## src/sv/i2cram_pkg.sv

```systemverilog
`timescale 1ns / 1ps
// ----------------------------------------------------------------------------
// i2cram_pkg
// types, codes and step tables shared by the i2c register access master
// ----------------------------------------------------------------------------
package i2cram_pkg;

    // command codes carried with every request
    localparam logic [1:0] CMD_TICK  = 2'd0;
    localparam logic [1:0] CMD_WRITE = 2'd1;
    localparam logic [1:0] CMD_READ  = 2'd2;

    // configuration register indexes
    localparam logic [1:0] CFG_DEV_ADDR    = 2'd0;
    localparam logic [1:0] CFG_PHASE_TICKS = 2'd1;
    localparam logic [1:0] CFG_RETRY_LIMIT = 2'd2;

    // reset values of the configuration registers
    localparam logic [7:0]  DEV_ADDR_RST    = 8'hBA;
    localparam logic [15:0] PHASE_TICKS_RST = 16'd250;
    localparam logic [9:0]  RETRY_LIMIT_RST = 10'd1000;

    typedef enum logic [4:0] {
        S_IDLE       = 5'd0,
        S_WPSTOP     = 5'd1,
        S_WSTART     = 5'd2,
        S_WADDR      = 5'd3,
        S_WADDR_ACK  = 5'd4,
        S_WREGH      = 5'd5,
        S_WREGH_ACK  = 5'd6,
        S_WREGL      = 5'd7,
        S_WREGL_ACK  = 5'd8,
        S_WDATA      = 5'd9,
        S_WDATA_ACK  = 5'd10,
        S_RSTART     = 5'd11,
        S_RADDR      = 5'd12,
        S_RADDR_ACK  = 5'd13,
        S_RREGH      = 5'd14,
        S_RREGH_ACK  = 5'd15,
        S_RREGL      = 5'd16,
        S_RREGL_ACK  = 5'd17,
        S_RSTOP      = 5'd18,
        S_RSTART2    = 5'd19,
        S_RRADDR     = 5'd20,
        S_RRADDR_ACK = 5'd21,
        S_RDATA      = 5'd22,
        S_RDATA_ACK  = 5'd23,
        S_STOP_OK    = 5'd24,
        S_STOP_ERR   = 5'd25
    } t_phase;

    typedef enum logic [2:0] {
        K_START = 3'd0,
        K_STOP  = 3'd1,
        K_TX    = 3'd2,
        K_RXACK = 3'd3,
        K_RX    = 3'd4,
        K_TXACK = 3'd5
    } t_kind;

    // one input request, lowest field in the lowest bits
    typedef struct packed {
        logic [4:0]  pad;
        logic        sda_in;
        logic [7:0]  write_byte;
        logic [7:0]  length;
        logic [15:0] reg_addr;
        logic [1:0]  cmd;
    } t_in_item;

    // one result request, lowest field in the lowest bits
    typedef struct packed {
        logic [1:0] pad;
        logic       error;
        logic       done_res;
        logic       busy_res;
        logic [7:0] byte_index;
        logic       read_valid;
        logic [7:0] read_byte;
        logic       sda_out;
        logic       scl_out;
    } t_result;

    // bus step kind of each sequencer state
    function automatic t_kind kind_of(input t_phase s);
        t_kind k;
        unique case (s)
            S_WSTART, S_RSTART, S_RSTART2:                       k = K_START;
            S_WADDR, S_WREGH, S_WREGL, S_WDATA,
            S_RADDR, S_RREGH, S_RREGL, S_RRADDR:                 k = K_TX;
            S_WADDR_ACK, S_WREGH_ACK, S_WREGL_ACK, S_WDATA_ACK,
            S_RADDR_ACK, S_RREGH_ACK, S_RREGL_ACK, S_RRADDR_ACK: k = K_RXACK;
            S_RDATA:                                             k = K_RX;
            S_RDATA_ACK:                                         k = K_TXACK;
            default:                                             k = K_STOP;
        endcase
        return k;
    endfunction

    // number of bus segments in a step of the given kind
    function automatic logic [4:0] seg_total(input t_kind k);
        logic [4:0] n;
        case (k)
            K_TX, K_RX:       n = 5'd16;
            K_START, K_STOP:  n = 5'd3;
            default:          n = 5'd2;
        endcase
        return n;
    endfunction

endpackage

```

## src/sv/i2c_register_access_master_unit.sv

```systemverilog
`timescale 1ns / 1ps
// ----------------------------------------------------------------------------
// i2c_register_access_master_unit
// i2c master for a slave with a 16-bit register address, one bus tick per
// request; register writes with address retry, reads with stop and restart
// ----------------------------------------------------------------------------
//
// channel   direction  handshake                      payload
// s_axis    in         s_axis_tvalid / s_axis_tready  tick request (40 bits)
// m_axis    out        m_axis_tvalid / m_axis_tready  line levels, status (24 bits)
// cfg       in         i_cfg_valid / o_cfg_ready      index (2), data (16)
//
// every request is one bus tick: the next sequencer state comes from the
// registered state and the request; the result goes to the output register,
// or to the skid while output is held; one request per cycle while skid is empty
// reset is synchronous, active low; it returns the sequencer to idle with both
// lines released and the configuration registers at their defaults
// a stalled output keeps one result in the output register and one more in a
// skid register; s_axis_tready falls only while the skid register is full
// configuration writes are always taken and act at once
//
module i2c_register_access_master_unit (
    input  logic        i_clk,
    input  logic        i_rst_n,
    // request channel
    input  logic        s_axis_tvalid,
    output logic        s_axis_tready,
    // [1:0] cmd, [17:2] reg_addr, [25:18] length, [33:26] write_byte,
    // [34] sda_in, [39:35] zero
    input  logic [39:0] s_axis_tdata,
    // result channel
    output logic        m_axis_tvalid,
    input  logic        m_axis_tready,
    // [0] scl_out, [1] sda_out, [9:2] read_byte, [10] read_valid,
    // [18:11] byte_index, [19] busy_res, [20] done_res, [21] error, [23:22] zero
    output logic [23:0] m_axis_tdata,
    // configuration write channel
    input  logic        i_cfg_valid,
    output logic        o_cfg_ready,
    input  logic [1:0]  i_cfg_index,
    input  logic [15:0] i_cfg_data
);

    // ------------------------------------------------------------------------
    // configuration registers
    // ------------------------------------------------------------------------
    logic [7:0]  r_dev_addr;
    logic [15:0] r_phase_ticks;
    logic [9:0]  r_retry_limit;

    assign o_cfg_ready = 1'b1;

    always_ff @(posedge i_clk) begin
        if (!i_rst_n) begin
            r_dev_addr    <= i2cram_pkg::DEV_ADDR_RST;
            r_phase_ticks <= i2cram_pkg::PHASE_TICKS_RST;
            r_retry_limit <= i2cram_pkg::RETRY_LIMIT_RST;
        end else if (i_cfg_valid) begin
            case (i_cfg_index)
                i2cram_pkg::CFG_DEV_ADDR:    r_dev_addr    <= i_cfg_data[7:0];
                i2cram_pkg::CFG_PHASE_TICKS: r_phase_ticks <= i_cfg_data;
                i2cram_pkg::CFG_RETRY_LIMIT: r_retry_limit <= i_cfg_data[9:0];
                default: ; // writes beyond the register list are dropped
            endcase
        end
    end

    // ------------------------------------------------------------------------
    // sequencer state
    // ------------------------------------------------------------------------
    i2cram_pkg::t_phase r_state, n_state;
    logic [15:0] r_tick,      n_tick;
    logic [3:0]  r_seg,       n_seg;
    logic [7:0]  r_shift,     n_shift;
    logic [7:0]  r_byte_cnt,  n_byte_cnt;
    logic [9:0]  r_retry,     n_retry;
    logic [15:0] r_reg_addr,  n_reg_addr;
    logic [7:0]  r_length,    n_length;
    logic [1:0]  r_lines,     n_lines;

    i2cram_pkg::t_in_item in_item;
    i2cram_pkg::t_result  res;
    logic                 in_fire;

    assign in_item = i2cram_pkg::t_in_item'(s_axis_tdata);
    assign in_fire = s_axis_tvalid && s_axis_tready;

    // per-tick working values
    i2cram_pkg::t_kind kind;
    logic        scl, sda, seg_end, nack;
    logic [7:0]  shift_eff;
    logic [4:0]  seg_next;
    logic [8:0]  cnt_next;
    logic [10:0] retry_next;
    logic [9:0]  retry_eff;
    logic [7:0]  rb;
    logic        rv, dn, er;

    always_comb begin
        n_state    = r_state;
        n_tick     = r_tick;
        n_seg      = r_seg;
        n_shift    = r_shift;
        n_byte_cnt = r_byte_cnt;
        n_retry    = r_retry;
        n_reg_addr = r_reg_addr;
        n_length   = r_length;
        n_lines    = r_lines;
        rb         = 8'd0;
        rv         = 1'b0;
        dn         = 1'b0;
        er         = 1'b0;
        nack       = 1'b0;

        kind       = i2cram_pkg::kind_of(r_state);
        retry_eff  = (r_retry_limit == 10'd0) ? 10'd1 : r_retry_limit;
        cnt_next   = {1'b0, r_byte_cnt} + 9'd1;
        retry_next = {1'b0, r_retry} + 11'd1;
        seg_next   = {1'b0, r_seg} + 5'd1;
        // a zero phase count ends every segment at once, as a count of one
        seg_end    = ({1'b0, r_tick} + 17'd1) >= {1'b0, r_phase_ticks};

        // data byte is taken from the source on the first tick of its step
        if (r_state == i2cram_pkg::S_WDATA && r_seg == 4'd0 && r_tick == 16'd0) begin
            shift_eff = in_item.write_byte;
        end else begin
            shift_eff = r_shift;
        end

        // line levels for this segment
        scl = r_seg[0];
        sda = 1'b1;
        case (kind)
            i2cram_pkg::K_START: begin
                scl = (r_seg < 4'd2);
                sda = (r_seg == 4'd0);
            end
            i2cram_pkg::K_STOP: begin
                scl = (r_seg > 4'd0);
                sda = (r_seg == 4'd2);
            end
            i2cram_pkg::K_TX:    sda = shift_eff[7];
            i2cram_pkg::K_TXACK: sda = (cnt_next >= {1'b0, r_length});
            default: ;
        endcase

        if (r_state == i2cram_pkg::S_IDLE) begin
            if (in_item.cmd == i2cram_pkg::CMD_WRITE || in_item.cmd == i2cram_pkg::CMD_READ) begin
                n_reg_addr = in_item.reg_addr;
                n_length   = in_item.length;
                n_state    = (in_item.cmd == i2cram_pkg::CMD_READ) ?
                             i2cram_pkg::S_RSTART : i2cram_pkg::S_WPSTOP;
                n_tick     = 16'd0;
                n_seg      = 4'd0;
                n_byte_cnt = 8'd0;
                n_retry    = 10'd0;
                n_shift    = 8'd0;
            end
        end else begin
            n_shift = shift_eff;
            n_lines = {scl, sda};
            if (seg_end) begin
                // sample on the last tick of a high segment
                if (scl && r_seg[0]) begin
                    case (kind)
                        i2cram_pkg::K_TX:    n_shift = {shift_eff[6:0], 1'b0};
                        i2cram_pkg::K_RX:    n_shift = {shift_eff[6:0], in_item.sda_in};
                        i2cram_pkg::K_RXACK: nack = in_item.sda_in;
                        default: ;
                    endcase
                end
                n_tick = 16'd0;
                if (seg_next >= i2cram_pkg::seg_total(kind)) begin
                    n_seg = 4'd0;
                    // step finished: choose the next one
                    unique case (r_state)
                        i2cram_pkg::S_WPSTOP: begin
                            n_retry = 10'd0;
                            n_state = i2cram_pkg::S_WSTART;
                        end
                        i2cram_pkg::S_WSTART: begin
                            n_shift = r_dev_addr;
                            n_state = i2cram_pkg::S_WADDR;
                        end
                        i2cram_pkg::S_WADDR_ACK: begin
                            if (nack) begin
                                n_retry = retry_next[9:0];
                            end
                            if (nack && retry_next < {1'b0, retry_eff}) begin
                                n_state = i2cram_pkg::S_WSTART;
                            end else begin
                                // acked, or out of attempts: go on anyway
                                n_shift = r_reg_addr[15:8];
                                n_state = i2cram_pkg::S_WREGH;
                            end
                        end
                        i2cram_pkg::S_WREGH_ACK: begin
                            if (nack) begin
                                n_state = i2cram_pkg::S_STOP_ERR;
                            end else begin
                                n_shift = r_reg_addr[7:0];
                                n_state = i2cram_pkg::S_WREGL;
                            end
                        end
                        i2cram_pkg::S_WREGL_ACK: begin
                            if (nack) begin
                                n_state = i2cram_pkg::S_STOP_ERR;
                            end else begin
                                n_byte_cnt = 8'd0;
                                n_state    = (r_length == 8'd0) ?
                                             i2cram_pkg::S_STOP_OK : i2cram_pkg::S_WDATA;
                            end
                        end
                        i2cram_pkg::S_WDATA_ACK, i2cram_pkg::S_RDATA_ACK: begin
                            if (r_state == i2cram_pkg::S_WDATA_ACK && nack) begin
                                n_state = i2cram_pkg::S_STOP_ERR;
                            end else if (cnt_next >= {1'b0, r_length}) begin
                                n_state = i2cram_pkg::S_STOP_OK;
                            end else begin
                                n_byte_cnt = cnt_next[7:0];
                                n_shift    = 8'd0;
                                n_state    = (r_state == i2cram_pkg::S_WDATA_ACK) ?
                                             i2cram_pkg::S_WDATA : i2cram_pkg::S_RDATA;
                            end
                        end
                        i2cram_pkg::S_RSTART: begin
                            n_shift = r_dev_addr;
                            n_state = i2cram_pkg::S_RADDR;
                        end
                        i2cram_pkg::S_RADDR_ACK: begin
                            n_shift = r_reg_addr[15:8];
                            n_state = i2cram_pkg::S_RREGH;
                        end
                        i2cram_pkg::S_RREGH_ACK: begin
                            n_shift = r_reg_addr[7:0];
                            n_state = i2cram_pkg::S_RREGL;
                        end
                        i2cram_pkg::S_RREGL_ACK: n_state = i2cram_pkg::S_RSTOP;
                        i2cram_pkg::S_RSTOP:     n_state = i2cram_pkg::S_RSTART2;
                        i2cram_pkg::S_RSTART2: begin
                            n_shift = r_dev_addr + 8'd1;
                            n_state = i2cram_pkg::S_RRADDR;
                        end
                        i2cram_pkg::S_RRADDR_ACK: begin
                            if (nack) begin
                                n_state = i2cram_pkg::S_STOP_ERR;
                            end else begin
                                n_byte_cnt = 8'd0;
                                n_shift    = 8'd0;
                                n_state    = (r_length == 8'd0) ?
                                             i2cram_pkg::S_STOP_OK : i2cram_pkg::S_RDATA;
                            end
                        end
                        i2cram_pkg::S_RDATA: begin
                            rb      = n_shift;
                            rv      = 1'b1;
                            n_state = i2cram_pkg::S_RDATA_ACK;
                        end
                        i2cram_pkg::S_STOP_OK: begin
                            dn      = 1'b1;
                            n_state = i2cram_pkg::S_IDLE;
                        end
                        i2cram_pkg::S_STOP_ERR: begin
                            dn      = 1'b1;
                            er      = 1'b1;
                            n_state = i2cram_pkg::S_IDLE;
                        end
                        // transmitted byte moves on to its acknowledge
                        i2cram_pkg::S_WADDR:  n_state = i2cram_pkg::S_WADDR_ACK;
                        i2cram_pkg::S_WREGH:  n_state = i2cram_pkg::S_WREGH_ACK;
                        i2cram_pkg::S_WREGL:  n_state = i2cram_pkg::S_WREGL_ACK;
                        i2cram_pkg::S_WDATA:  n_state = i2cram_pkg::S_WDATA_ACK;
                        i2cram_pkg::S_RADDR:  n_state = i2cram_pkg::S_RADDR_ACK;
                        i2cram_pkg::S_RREGH:  n_state = i2cram_pkg::S_RREGH_ACK;
                        i2cram_pkg::S_RREGL:  n_state = i2cram_pkg::S_RREGL_ACK;
                        i2cram_pkg::S_RRADDR: n_state = i2cram_pkg::S_RRADDR_ACK;
                        default:              n_state = i2cram_pkg::S_IDLE;
                    endcase
                end else begin
                    n_seg = seg_next[3:0];
                end
            end else begin
                n_tick = r_tick + 16'd1;
            end
        end

        // result of this tick
        res            = '0;
        res.scl_out    = n_lines[1];
        res.sda_out    = n_lines[0];
        res.read_byte  = rb;
        res.read_valid = rv;
        res.byte_index = n_byte_cnt;
        res.busy_res   = (n_state != i2cram_pkg::S_IDLE);
        res.done_res   = dn;
        res.error      = er;
    end

    always_ff @(posedge i_clk) begin
        if (!i_rst_n) begin
            r_state    <= i2cram_pkg::S_IDLE;
            r_tick     <= 16'd0;
            r_seg      <= 4'd0;
            r_shift    <= 8'd0;
            r_byte_cnt <= 8'd0;
            r_retry    <= 10'd0;
            r_reg_addr <= 16'd0;
            r_length   <= 8'd0;
            r_lines    <= 2'b11;
        end else if (in_fire) begin
            r_state    <= n_state;
            r_tick     <= n_tick;
            r_seg      <= n_seg;
            r_shift    <= n_shift;
            r_byte_cnt <= n_byte_cnt;
            r_retry    <= n_retry;
            r_reg_addr <= n_reg_addr;
            r_length   <= n_length;
            r_lines    <= n_lines;
        end
    end

    // ------------------------------------------------------------------------
    // output register with skid stage
    // ------------------------------------------------------------------------
    i2cram_pkg::t_result r_out, r_skid;
    logic                r_out_valid, r_skid_valid;
    logic                out_fire;

    assign out_fire      = m_axis_tvalid && m_axis_tready;
    assign s_axis_tready = !r_skid_valid;
    assign m_axis_tvalid = r_out_valid;
    assign m_axis_tdata  = r_out;

    always_ff @(posedge i_clk) begin
        if (!i_rst_n) begin
            r_out_valid  <= 1'b0;
            r_skid_valid <= 1'b0;
        end else if (out_fire || !r_out_valid) begin
            if (r_skid_valid) begin
                r_out_valid  <= 1'b1;
                r_skid_valid <= 1'b0;
            end else begin
                r_out_valid  <= in_fire;
            end
        end else if (in_fire) begin
            r_skid_valid <= 1'b1;
        end
    end

    always_ff @(posedge i_clk) begin
        if (out_fire || !r_out_valid) begin
            if (r_skid_valid) begin
                r_out <= r_skid;
            end else if (in_fire) begin
                r_out <= res;
            end
        end else if (in_fire) begin
            r_skid <= res;
        end
    end

    // ------------------------------------------------------------------------
    // assertions
    // ------------------------------------------------------------------------
    // the skid stage only fills behind a held output
    a_skid_behind_out: assert property (@(posedge i_clk) disable iff (!i_rst_n)
        r_skid_valid |-> r_out_valid)
        else $error("skid register full while output register empty");

    // an idle sequencer leaves idle only on a start command
    a_idle_needs_start: assert property (@(posedge i_clk) disable iff (!i_rst_n)
        (r_state == i2cram_pkg::S_IDLE && !(in_fire &&
         (in_item.cmd == i2cram_pkg::CMD_WRITE || in_item.cmd == i2cram_pkg::CMD_READ)))
        |=> r_state == i2cram_pkg::S_IDLE)
        else $error("sequencer left idle without a start command");

    // a finished transfer always reports the sequencer free again
    a_done_not_busy: assert property (@(posedge i_clk) disable iff (!i_rst_n)
        (in_fire && res.done_res) |=> (r_state == i2cram_pkg::S_IDLE))
        else $error("transfer done but sequencer still busy");

endmodule

```

## config.mk

```make
export PLATFORM = sky130hd
export DESIGN_NAME = i2c_register_access_master_unit
export DESIGN_NICKNAME = d
export VERILOG_FILES = /design/src/sv/i2cram_pkg.sv /design/src/sv/i2c_register_access_master_unit.sv
export SDC_FILE = /design/constraint.sdc
export NUM_CORES = 1
export LEC_CHECK = 0
export BUFFER_PORTS_ARGS = -buffer_cell sky130_fd_sc_hd__buf_2
export CORE_MARGIN = 4
export CORE_UTILIZATION = 65
export CTS_BUF_LIST = sky130_fd_sc_hd__clkbuf_4
export CTS_CLUSTER_DIAMETER = 40
export CTS_CLUSTER_SIZE = 30
export DETAILED_ROUTE_END_ITERATION = 10
export GPL_ROUTABILITY_DRIVEN = 1
export GPL_TIMING_DRIVEN = 0
export HOLD_SLACK_MARGIN = 0.03
export PLACE_DENSITY_LB_ADDON = 0.2
export SYNTH_ARGS = -nofsm -noshare
export SYNTH_HDL_FRONTEND = slang
export SYNTH_SLANG_ARGS = --single-unit
```

## constraint.sdc

```tcl
create_clock -name i_clk -period 8.6 [get_ports i_clk]
set_input_delay 0.43 -clock i_clk [delete_from_list [all_inputs] [get_ports i_clk]]
set_output_delay 0.43 -clock i_clk [all_outputs]
set_load 0.05 [all_outputs]
```

# After elaboration in Yosys (flattened, before gate mapping)
# Memory sizes are Yosys's and may differ from the RTL's. A register that Yosys moved wholly into a read port is not among the register bits.
# Cells that the tools add are included.
op_classes:
  add_sub_neg: 6
  order_cmp: 6
  eq_ne: 37
  muxes: 81
  bitwise_logic: 2
  reduce_logical: 39
ops:
  columns: ["cell", "n"]
  rows:
  - ["$mux W8", 22]
  - ["$pmux W5 S22", 1]
  - ["$mux W5", 14]
  - ["$pmux W8 S8", 1]
  - ["$mux W10", 6]
  - ["$eq A5 B5 Y1 const B", 10]
  - ["$mux W16", 3]
  - ["$mux W22", 2]
  - ["$eq A5 B4 Y1 const B", 8]
  - ["$pmux W8 S2", 2]
  - ["$mux W4", 7]
  - ["$eq A5 B3 Y1 const B", 4]
  - ["$pmux W10 S2", 1]
  - ["$add A16 B1 Y17 const B", 1]
  - ["$ge A17 B16 Y1", 1]
  - ["$mux W1", 17]
  - ["$add A16 B1 Y16 const B", 1]
  - ["$logic_not A16 Y1", 1]
  - ["$reduce_or A2 Y1", 7]
  - ["$reduce_and A2 Y1", 6]
  - ["$add A10 B1 Y11 const B", 1]
  - ["$lt A11 B10 Y1", 1]
  - ["$eq A5 B2 Y1 const B", 2]
  - ["$logic_not A10 Y1", 1]
  - ["other kinds (35)", 51]
word_totals:
  register_bits: 157
  romBits: 96
  output_inout_bits: 27
  elab_cells: 202
  mem_count: 1
mem_list:
  columns: ["name", "depth", "width", "rd", "rd_ports_with_merged_regs", "write_ports", "line", "rtl"]
  rows:
  - ["(name not given)", 32, 3, 1, 1, 0, "i2cram_pkg.sv:87", "unique case (s)"]

# Depth between registers and ports, before layout
# Gate-level depths: netlist of the first run.
depth:
  word_depth: 15
  ltp_mapped: 21
  mapped_depth_nobuf: 20

# Worst setup path after synthesis of the first run
# Ideal clock, no wire load.
synth_timing:
  kind: "register to register"
  start: "register r_tick[2]"
  end: "register, netlist name kind[0]"
  setup_ns: 0.128
  arrival_ns: 3.793
  required_time_ns: 8.472
  setup_slack_ns: 4.678
  path_stages_with_launch: 20
  path_buffers: 2
  synth_period_minus_slack_ns: 3.922
  path_cell_list: "dfxtp_1 -> clkbuf_1 -> nand3_1 -> nor2_1 -> and2_1 -> nand2_1 -> xnor2_1 -> ha_1 -> nand4_1 -> nor3_1 -> a221oi_1 -> o211a_1 -> clkbuf_1 -> nor3_1 -> mux2i_1 -> nor2_1 -> ha_1 -> a311o_1 -> o31ai_1 -> a32oi_1"
synth_via:
  elab_chain_len: 6
synth_lines:
  columns: ["item", "line", "rtl"]
  rows:
  - ["from (decl)", "i2c_register_access_master_unit.sv:72", "logic [15:0] r_tick, n_tick;"]
  - ["from (signal assigned)", "i2c_register_access_master_unit.sv:312", "r_tick <= n_tick;"]
  - ["$add A16 B1 Y17", "i2c_register_access_master_unit.sv:121", "seg_end = ({1'b0, r_tick} + 17'd1) >= {1'b0, r_phase_ticks};"]
  - ["$ge A17 B16 Y1", "i2c_register_access_master_unit.sv:121", null]
  - ["$mux W5", "i2c_register_access_master_unit.sv:162", "if (seg_end) begin"]
  - ["$mux W5", "i2c_register_access_master_unit.sv:147", "if (r_state == i2cram_pkg::S_IDLE) begin"]
  - ["$mux W5 (no line) (2 in a row)", null, null]
# No other way between the ends.
# A chain may end at the register's enable or synchronous reset.

# Worst setup path after layout of the first run
layout_timing:
  start: "register r_tick[2]"
  end: "register, netlist name kind[0]"
layout_via:
  elab_chain_len: 6
layout_lines:
  columns: ["item", "line"]
  rows:
  - ["$add A16 B1 Y17", "i2c_register_access_master_unit.sv:121"]
  - ["$ge A17 B16 Y1", "i2c_register_access_master_unit.sv:121"]
  - ["$mux W5", "i2c_register_access_master_unit.sv:162"]
  - ["$mux W5", "i2c_register_access_master_unit.sv:147"]
  - ["$mux W5 (no line) (2 in a row)", null]
# No other way between the ends.

==> impl_metrics.ini, run 1 <==
[run_status]
status = completed

[synthesis]
number_of_synthesized_flops_with_an_enable_pin = 44
synth-async-reset-ratio_pct = 0
yosys.cell_types.count = 78
synth.area.mux_share_pct = 5.49
synthMostInstantiatedCell = nand2_1
synth_top_family_by_area = simple AND/OR/NAND/NOR gates
post_synth.cell_area_avg_sq_um = 8.60
mappedNetlistArea_sq_um = 8990
synth-seq-area-share_pct = 40.5
cell_types_occupying_the_most_area_after_synthesis = dfxtp_1 26%, edfxtp_1 15%, nand2_1 7.2%
synthFlopType = dfxtp_1
yosys-top-cells-count = 173 x nand2_1, 116 x dfxtp_1, 89 x a21oi_1
synthesized_area_fraction_occupied_by_and_or_nand_nor_cells_pct = 21.1
synth_xor_xnor_area_share_pct = 3.31
synth_fa_ha_area_share_pct = 6.68
synth_largest_type_area_fraction_pct = 25.8
synth_largest_area_cell = dfxtp_1
gate_count_post_synth = 1045
ys_warns = 0
yosys_register_bits = 160
synth_compound_area_share_pct = 18.2

[setup_path]
critPathLaunchType = flop
cp_data_required_time_ns = 9.09
cp_data_arrival_time_ns = 5.39
worst_setup_path_end_kind = flop
crit_fanout = 10
worst-setup-path-type = flop to flop
reg2regPathDepth = 19

[clock_tree]
clk-insertion-delay-late_ns = 0.60
cts.reportedPaths.clkPinSlew_ns = 0.14
cts.htree.levels = 4
cts.repair_timing.setup_buffer_count = 0
cts_sinks = 160
clock_tree.root_cell = clkbuf_4
cts_hold_repair.buffers = 0
post_cts_resized = 0
tritoncts = yes
cts-root-to-sink-buffers = 2
cts-buffers-inserted = 17

[floorplan]
floorplan.die.height_um = 126
initial_utilization_pct = 67.1
placeableCoreArea_sq_um = 13400
fp_rows = 42
area_enclosed_by_the_die_boundary_sq_um = 15800
design.portCount = 90
die_x_um = 126

[route]
route.detailed.vias_per_inst = 6.14
routedWlPerCell_um = 17.2
route.detailed.drc = 0
drt.antenna.violating_nets = 0
drtPass1Iterations = 5
route.final.wire_length_um = 23100
drtIter0Drc = 915
num_vias = 8216

[sta]
clock.fmax_mhz = 204
finClkSkew_ns = 0.0325
setup_viol = 0
grt_setup_unrepaired = no
final_max_slew_viol_count = 0
layout_worst_path_cycle_share_pct = 57.0
timing_worst_slew_pin_value_ns = 1.33
min_period_ns = 4.90
slew-limit-headroom_pct = 10.3
final.setup.tns_ns = 0
finalHoldViolations = 0

[power_and_ir_drop]
p_switching_uw = 456
comb_power_share_pct = 15.5
power.density_nw_per_um2 = 158
irDropWorstVdd_v = 0.000104
power.share.switching_pct = 28.9
power_frac_seq_pct = 52.3
power.internal_uw = 1120
leakagePower_uw = 0.00413
pwr-share-clk_pct = 32.3

[min_path]
hp-class = input port to flop
min_path_cells = 3

[global_routing]
grt_max_degree = 23
grt_use_total_pct = 29.3
globalRoute.totalOverflow = 0
antenna_found_initial = 2
grt_pass1_wl_um = 37800
number_of_global_route_vias_before_repair = 7788

[placement]
post-dp-hpwl_um = 17300
dpl-instance-area_sq_um = 9630
finalWeightedCongestion = 0.948
quantity_of_i_o_buffers_inserted_on_ports = 81

[cells_and_area]
nNetsFinal = 1258
layout-drive-gt1-share_pct = 14.5
filler_cell_count = 1049
stdcell_area_sq_um = 9960
syn2layout_area_growth_pct = 10.9

[job]
cap_violations = 0
==> worst paths after layout <==
path,endpoint,from,slack [ns]
min,r_reg_addr[5],s_axis_tdata[7],0.05
max,kind[0],r_tick[2],3.70
max reg2reg,kind[0],r_tick[2],3.70
min reg2reg,r_reg_addr[10],r_reg_addr[10],0.46
==> cells in the final DEF (no fill, tap or decap), types with 5 or more instances in the layout <==
master	instances
nor4_1	7
ha_1	48
a32o_1	10
and2_1	12
nand2b_1	6
a31oi_1	5
o211ai_1	17
o21a_1	6
dfxtp_1	116
nor3_1	19
and3_1	15
o21ai_0	32
nand4_1	9
nand2_1	173
a222oi_1	6
or2_2	6
clkbuf_1	40
or3_1	8
a211oi_1	7
xnor2_1	22
nand3_1	31
edfxtp_1	44
mux2_2	26
clkbuf_4	19
nor2_1	84
xor2_1	12
inv_1	47
a21boi_0	9
buf_2	83
mux2i_1	20
o21ai_1	11
a22oi_1	14
a21oi_1	89
a21o_1	8
nor2b_1	7
==> layout make-up <==
cell class	count	area, sq um	share of cell area [%]
Multi-Input combinational cell	784	4930	49.5
Tap cell	176	220	2.21
Antenna cell	2	5.00	0.0502
Clock inverter	13	184	1.85
Buffer	53	233	2.34
Clock buffer	19	143	1.43
Sequential cell	160	3640	36.6
Inverter	49	184	1.85
Timing Repair Buffer	82	420	4.22
==> flip-flops by register name, indices dropped and copies added (netlist names) <==
| register | count |
|---|---|
| r_byte_cnt | 8 |
| r_lines | 2 |
| r_tick | 16 |
| r_reg_addr | 16 |
| r_length | 8 |
| r_seg | 4 |
| r_retry_limit | 10 |
| r_retry | 10 |
| r_state | 5 |
| r_skid_valid | 1 |
| kind | 3 |
| r_phase_ticks | 16 |
| r_dev_addr | 8 |
| m_axis_tvalid | 1 |
| r_shift | 8 |
| m_axis_tdata | 22 |
| r_skid | 22 |
==> routing by layer <==
metal / up-vias / global-route usage [%] / wire length, um
li1: 3944 / - / -
met1: 3838 / 37.5 / 9670
met2: 354 / 48.2 / 10800
met3: 80 / 5.25 / 1720
met4: 0 / 13.8 / 886
met5: - / 0 / 0
==> power groups by stage <==
| stage | registers (uW) | logic, uW | clock network (uW) |
|---|---|---|---|
| 3_5_place_dp | 840 | 238 | 0 |
| 6_report | 824 | 244 | 508 |
| 5_1_grt | 827 | 266 | 546 |
| 3_3_place_gp | 839 | 232 | 0 |
| 4_1_cts | 823 | 239 | 511 |
| 2_1_floorplan | 865 | 137 | 0 |
==> metrics by stage <==
step                      utilization (%)  std cells  worst slack [ns]  hold WS [ns]  total power [uW]
after floorplan                         -       1046              4.68         0.434              1000
after global placement               71.8       1303              3.84         0.441              1070
after detailed placement             71.9       1304              3.86         0.444              1080
after CTS                            74.3       1336              3.83        0.0465              1570
after global routing                 74.4       1338              3.26        0.0506              1640
final                                74.4       1338              3.70        0.0519              1580
==> cells by family (layout without fill, tap and decap cells) <==
group | Yosys count | count (layout)
AOI/OAI and AO/OA | 249 | 249
xor gates and xnor gates | 34 | 34
adders and majority gates | 48 | 48
buffers and inverters | 102 | 216
DFF | 160 | 160
muxes | 46 | 46
other | 2 | 5
and+or+nand+nor | 404 | 404
==> worst max-delay path, stage by stage, from the launching register on <==
cell,delay (ns)
dfxtp_1,0.33
clkbuf_1,0.29
nand3_1,0.19
nor2_1,0.19
and2_1,0.21
nand2_1,0.15
xnor2_1,0.18
ha_1,0.33
nand4_1,0.15
nor3_1,0.21
a221oi_1,0.11
o211a_1,0.35
clkbuf_1,0.30
nor3_1,0.50
mux2i_1,0.40
nor2_1,0.13
ha_1,0.21
a311o_1,0.26
o31ai_1,0.22
a32oi_1,0.08
(Power assumes the default switching activity.)
==> inputs of run 2 (changes only) <==
ABC_AREA = 1   (was unset)
CORE_UTILIZATION = 62   (was 65)
clock period = 4.8 ns   (was 8.6 ns; I/O delays follow)
==> impl_metrics.ini, run 2 <==
[run_status]
status = completed

[synthesis]
synth_compound_area_share_pct = 15.7
gate_count_post_synth = 1343
synthMostInstantiatedCell = nand2_1
synth-async-reset-ratio_pct = 0
synth_top_family_by_area = simple AND/OR/NAND/NOR gates
mappedNetlistArea_sq_um = 9650
synth-seq-area-share_pct = 37.8
yosys_register_bits = 160
synth_xor_xnor_area_share_pct = 2.63
synth_fa_ha_area_share_pct = 6.22
synth_largest_area_cell = dfxtp_1
synth_largest_type_area_fraction_pct = 24.1
yosys-top-cells-count = 308 x nand2_1, 203 x inv_1, 116 x dfxtp_1
post_synth.cell_area_avg_sq_um = 7.19
synthesized_area_fraction_occupied_by_and_or_nand_nor_cells_pct = 26.6
number_of_synthesized_flops_with_an_enable_pin = 44
ys_warns = 0
yosys.cell_types.count = 56
synth.area.mux_share_pct = 0.233
cell_types_occupying_the_most_area_after_synthesis = dfxtp_1 24%, edfxtp_1 14%, nand2_1 12%
synthFlopType = dfxtp_1

[clock_tree]
cts.reportedPaths.clkPinSlew_ns = 0.14
clk-insertion-delay-late_ns = 0.60
cts-buffers-inserted = 17
clock_tree.root_cell = clkbuf_4
cts_sinks = 160
cts.repair_timing.setup_buffer_count = 0
cts.htree.levels = 4
tritoncts = yes
cts-root-to-sink-buffers = 2

[sta]
grt_setup_unrepaired = no
layout_worst_path_cycle_share_pct = 91.6
min_period_ns = 4.40
clock.fmax_mhz = 227
timing_worst_slew_pin_value_ns = 1.07
worst_hold_slack_ns = 0.0946
timing.final.ws_setup_ns = 0.404
finalHoldViolations = 0
final.setup.tns_ns = 0
slew-limit-headroom_pct = 27.8
finClkSkew_ns = 0.0202
setup_viol = 0
final_max_slew_viol_count = 0

[route]
route.detailed.drc = 0
route.final.wire_length_um = 26700
num_vias = 9615
route.detailed.vias_per_inst = 5.68
routedWlPerCell_um = 15.8
drtIter0Drc = 866
drt.antenna.violating_nets = 0
drtPass1Iterations = 6

[setup_path]
reg2reg_setup_slack_ns = 0.40
worst_r2r_startpoint = r_tick[0]
reg2regPathDepth = 25
crit_fanout = 8
critical_path.reg2reg.endpoint = kind[0]
critPathLaunchType = flop
worst-setup-path-type = flop to flop
cp_data_arrival_time_ns = 4.89
worst_setup_path_end_kind = flop
cp_data_required_time_ns = 5.29

[power_and_ir_drop]
power.share.switching_pct = 36.0
leakagePower_uw = 0.00535
p_switching_uw = 1120
irDropWorstVdd_v = 0.000292
comb_power_share_pct = 25.7
power.internal_uw = 2000
pwr-share-clk_pct = 25.2
power.density_nw_per_um2 = 282
power_frac_seq_pct = 49.0

[cells_and_area]
ff_latch_area_sq_um = 3640
multiInputGateArea_sq_um = 5000
final_cell_mix = 308 x nand2_1, 203 x inv_1, 116 x dfxtp_1, 115 x a21oi_1, 88 x buf_2
nNetsFinal = 1601
filler_cell_count = 1277
leading_cell_type_in_the_layout_fill_and_taps_excluded = nand2_1
syn2layout_area_growth_pct = 14.5
layout-drive-gt1-share_pct = 13.6

[global_routing]
number_of_global_route_vias_before_repair = 8727
globalRoute.totalOverflow = 0
grt_use_total_pct = 30.5
antenna_found_initial = 0
grt_max_degree = 17
grt_pass1_wl_um = 43200

[floorplan]
floorplan.die.height_um = 133
fp_rows = 45
placeableCoreArea_sq_um = 15200
area_enclosed_by_the_die_boundary_sq_um = 17600
die_x_um = 133
initial_utilization_pct = 63.5
design.portCount = 90

[job]
cap_violations = 0

[min_path]
hp-class = input port to flop
holdPathEnd = r_dev_addr[1]
timing.hold.worst.start = i_cfg_index[0]
min_path_cells = 4

[placement]
finalWeightedCongestion = 0.953
post-dp-hpwl_um = 19900
place_ws_ns = 0.295
quantity_of_i_o_buffers_inserted_on_ports = 81
==> run 2: changes by cell type in the layout (fill, tap and decap cells not counted), sizes merged, moves of 20 or more <==
cell / before / now
a21oi: 90 / 115
o21ai: 43 / 87
inv: 50 / 227
nand2: 173 / 317
mux2i: 20 / 0
clkbuf: 60 / 40
mux2: 26 / 2
nand3: 33 / 79
dlygate4sd3: 0 / 44
==> run 2: stage by stage <==
step,area [sq um],std cells,power [uW],utilization (%)
after detailed placement,10300,1615,2310,68.0
after global placement,10300,1613,2290,67.7
after global routing,11000,1691,3280,72.7
after CTS,11000,1691,3100,72.6
final,11100,1692,3120,72.7
after floorplan,9650,1344,2100,-
==> run 2: per-layer routing <==
metal	routed length (um)	part of all wire [%]	GRT usage, %	up-vias
met2	12500	47	49.7	418
met1	11700	44	42.0	4453
li1	-	-	-	4695
met5	0	0	0	-
met3	2010	7.5	5.25	49
met4	539	2.0	8.43	0
==> run 2: worst max path at each step <==
stage	start	end	slack, ns	cells after the start
2_1_floorplan	r_tick[0]	kind[0]	1.08	26
3_3_place_gp	r_tick[0]	kind[0]	0.32	25
3_5_place_dp	r_tick[0]	kind[0]	0.30	25
4_1_cts	r_tick[0]	kind[0]	0.26	25
5_1_grt	r_tick[0]	kind[0]	0.02	25
6_report	r_tick[0]	kind[0]	0.40	25
==> run 2: worst max-delay path, cell delays in order, from the launching register on <==
cell and delay (ns):
dfxtp_1 0.43, inv_1 0.11, nor3_2 0.25, nand3_1 0.19, nor3b_4 0.27, nand4_1 0.19
nor3_2 0.17, xnor2_1 0.18, inv_1 0.08, ha_1 0.34, inv_1 0.08, nor4b_1 0.32
nand3_1 0.13, nand3_2 0.22, nand2_4 0.15, a21oi_1 0.19, nand2_1 0.08, nand2_1 0.08
nand2_1 0.06, nand2_1 0.15, inv_1 0.09, ha_1 0.29, nand2_1 0.06, nand3_1 0.07
nand2_1 0.06, nand2_1 0.05
==> run 2: kinds of logic (layout without fill, tap and decap cells) <==
kind of cell,Yosys count,after routing
compound gates,267,267
flops,160,160
fa+ha+maj,48,48
xor+xnor,29,29
buf+inv,266,425
other cells,2,4
simple gates,569,569
mux,2,2
==> run 2: timing repair <==
action / 4_1_cts / 5_1_grt
hold buffers: 44 / 0
resized for setup: 0 / 3
endpoints found under the hold margin: 59 / 0
setup endpoints to repair: 0 / 2
==> run 2: power groups by stage <==
stage / clock network, uW / logic, uW / registers, uW
final: 787 / 803 / 1530
after global routing: 858 / 888 / 1540
after CTS: 790 / 786 / 1530
after detailed placement: 0 / 755 / 1560
after global placement: 0 / 739 / 1560
after floorplan: 0 / 493 / 1610
==> run 2: cell type report <==
| class | instances | area share [%] |
|---|---|---|
| clock buffers | 17 | 1.15 |
| well taps | 188 | 2.13 |
| clock inverters | 15 | 1.22 |
| multi-input cells | 918 | 45.2 |
| diodes | 1 | 0.0226 |
| inverters | 225 | 7.66 |
| repair buffers | 127 | 7.92 |
| plain buffers | 41 | 1.71 |
| flip-flops and latches | 160 | 33.0 |
==> inputs of run 3 (changes only) <==
BUFFER_PORTS_ARGS = unset   (was -buffer_cell sky130_fd_sc_hd__buf_2)
CORE_UTILIZATION = 65   (was 62)
DONT_BUFFER_PORTS = 1   (was unset)
==> impl_metrics.ini, run 3 (same netlist as run 2, synthesis figures left out) <==
[sta]
grt_setup_unrepaired = no
finClkSkew_ns = 0.0268
clock.fmax_mhz = 230
timing_worst_slew_pin_value_ns = 1.13
final_max_slew_viol_count = 0
final.setup.tns_ns = 0
slew-limit-headroom_pct = 24.3
min_period_ns = 4.34
finalHoldViolations = 0
setup_viol = 0
layout_worst_path_cycle_share_pct = 90.4

[cells_and_area]
syn2layout_area_growth_pct = 11.6
leading_cell_type_in_the_layout_fill_and_taps_excluded = nand2_1
multiInputGateArea_sq_um = 5000
final_core_utilization_pct = 74.1
ff_latch_area_sq_um = 3640
final_cell_mix = 308 x nand2_1, 203 x inv_1, 115 x a21oi_1, 115 x dfxtp_1, 83 x nor2_1
filler_cell_count = 1127
nNetsFinal = 1528
layout-drive-gt1-share_pct = 8.81

[setup_path]
cp_data_required_time_ns = 5.28
worst_path_largest_cell_delay_ns = 0.39
crit_fanout = 8
worst_setup_path_end_kind = flop
worst-setup-path-type = flop to flop
worstSetupEndpoint = kind[0]
reg2reg_setup_slack_ns = 0.46
timing.critical_path.slowest_stage_cell = dfxtp_2
critPathLaunchType = flop
crit_top_cell = nand2_1
critical_path.reg2reg.endpoint = kind[0]
reg2regPathDepth = 26
startpoint = r_tick[0]
worst_r2r_startpoint = r_tick[0]
cp_data_arrival_time_ns = 4.82

[floorplan]
fp_rows = 44
initial_utilization_pct = 66.4
design.portCount = 90
area_enclosed_by_the_die_boundary_sq_um = 16900
floorplan.die.height_um = 130
placeableCoreArea_sq_um = 14500
die_x_um = 130

[clock_tree]
cts.reportedPaths.clkPinSlew_ns = 0.13
cts_sinks = 160
clock_tree.root_cell = clkbuf_4
cts.htree.levels = 4
tritoncts = yes
cts-root-to-sink-buffers = 2
cts-buffers-inserted = 17
clk-insertion-delay-late_ns = 0.59

[route]
num_vias = 9392
route.detailed.vias_per_inst = 5.81
route.detailed.drc = 0
drt.antenna.violating_nets = 0
drtIter0Drc = 1153
drtPass1Iterations = 6
route.final.wire_length_um = 27300
routedWlPerCell_um = 16.9

[power_and_ir_drop]
irDropWorstVdd_v = 0.000279
power.density_nw_per_um2 = 295
leakagePower_uw = 0.00507

[global_routing]
antenna_found_initial = 2
grt_max_degree = 17
globalRoute.totalOverflow = 0
grt_use_total_pct = 33.1
number_of_global_route_vias_before_repair = 8867
grt_pass1_wl_um = 43700

[min_path]
hp-class = input port to flop

[run_status]
status = completed

[placement]
finalWeightedCongestion = 1.00
post-dp-hpwl_um = 20000
quantity_of_i_o_buffers_inserted_on_ports = 0

[job]
cap_violations = 0
==> run 3: area by class of cell <==
type | count | area share [%]
tap | 184 | 2.14
timing repair buffer | 54 | 5.11
clock buffer | 18 | 1.25
buffer | 41 | 1.75
antenna | 2 | 0.0465
inverter | 225 | 7.87
clock inverter | 14 | 1.56
sequential | 160 | 33.8
multi-input combinational | 918 | 46.4
==> run 3: metal layers <==
metal	share of wire [%]	up-vias	global-route usage [%]
li1	-	4565	-
met1	44	4315	44.2
met2	46	426	53.0
met3	7.1	86	6.22
met4	3.4	0	13.7
met5	0	-	0
==> run 3: worst min-delay path by stage <==
stage / from / to / slack, ns / cells after the start
after global placement: i_cfg_data[1] / r_dev_addr[1] / 0.37 / 2
after global routing: i_rst_n / r_retry_limit[0] / 0.12 / 3
after CTS: s_axis_tdata[30] / r_shift[4] / 0.05 / 6
after floorplan: i_cfg_data[7] / r_dev_addr[7] / 0.37 / 2
after detailed placement: s_axis_tdata[15] / r_reg_addr[13] / 0.38 / 2
final: s_axis_tdata[30] / r_shift[4] / 0.08 / 6
==> run 3: power breakdown <==
group	switching (uW)	total [uW]	internal (uW)	leakage, uW
registers	120	1600	1480	0.00138
clock network	498	863	364	0.000152
logic	478	717	240	0.00353
==> run 3: critical path, delay by kind of cell, from the launching register on <==
family | cells | cell delay (ns)
and+or+nand+nor | 19 | 2.65
adders and majority gates | 2 | 0.58
DFF | 1 | 0.39
buffers and inverters | 4 | 0.39
xor gates and xnor gates | 1 | 0.21
==> run 3: per-stage QoR <==
step / setup slack (ns) / instance area [sq um] / hold slack, ns / power [uW] / std cells
floorplan: 1.08 / 9650 / 0.366 / 2100 / 1344
global placement: 0.372 / 9880 / 0.371 / 2250 / 1528
detailed placement: 0.281 / 9920 / 0.376 / 2280 / 1530
CTS: 0.244 / 10700 / 0.0510 / 3150 / 1614
global route: 0.0343 / 10800 / 0.119 / 3330 / 1616
finish: 0.461 / 10800 / 0.0777 / 3180 / 1616
==> run 3: timing repair <==
action / CTS / global route
setup endpoints to repair: 0 / 2
hold endpoints to repair: 64 / 0
setup buffers: 0 / 0
hold buffers: 52 / 0
gates resized for setup: 0 / 4
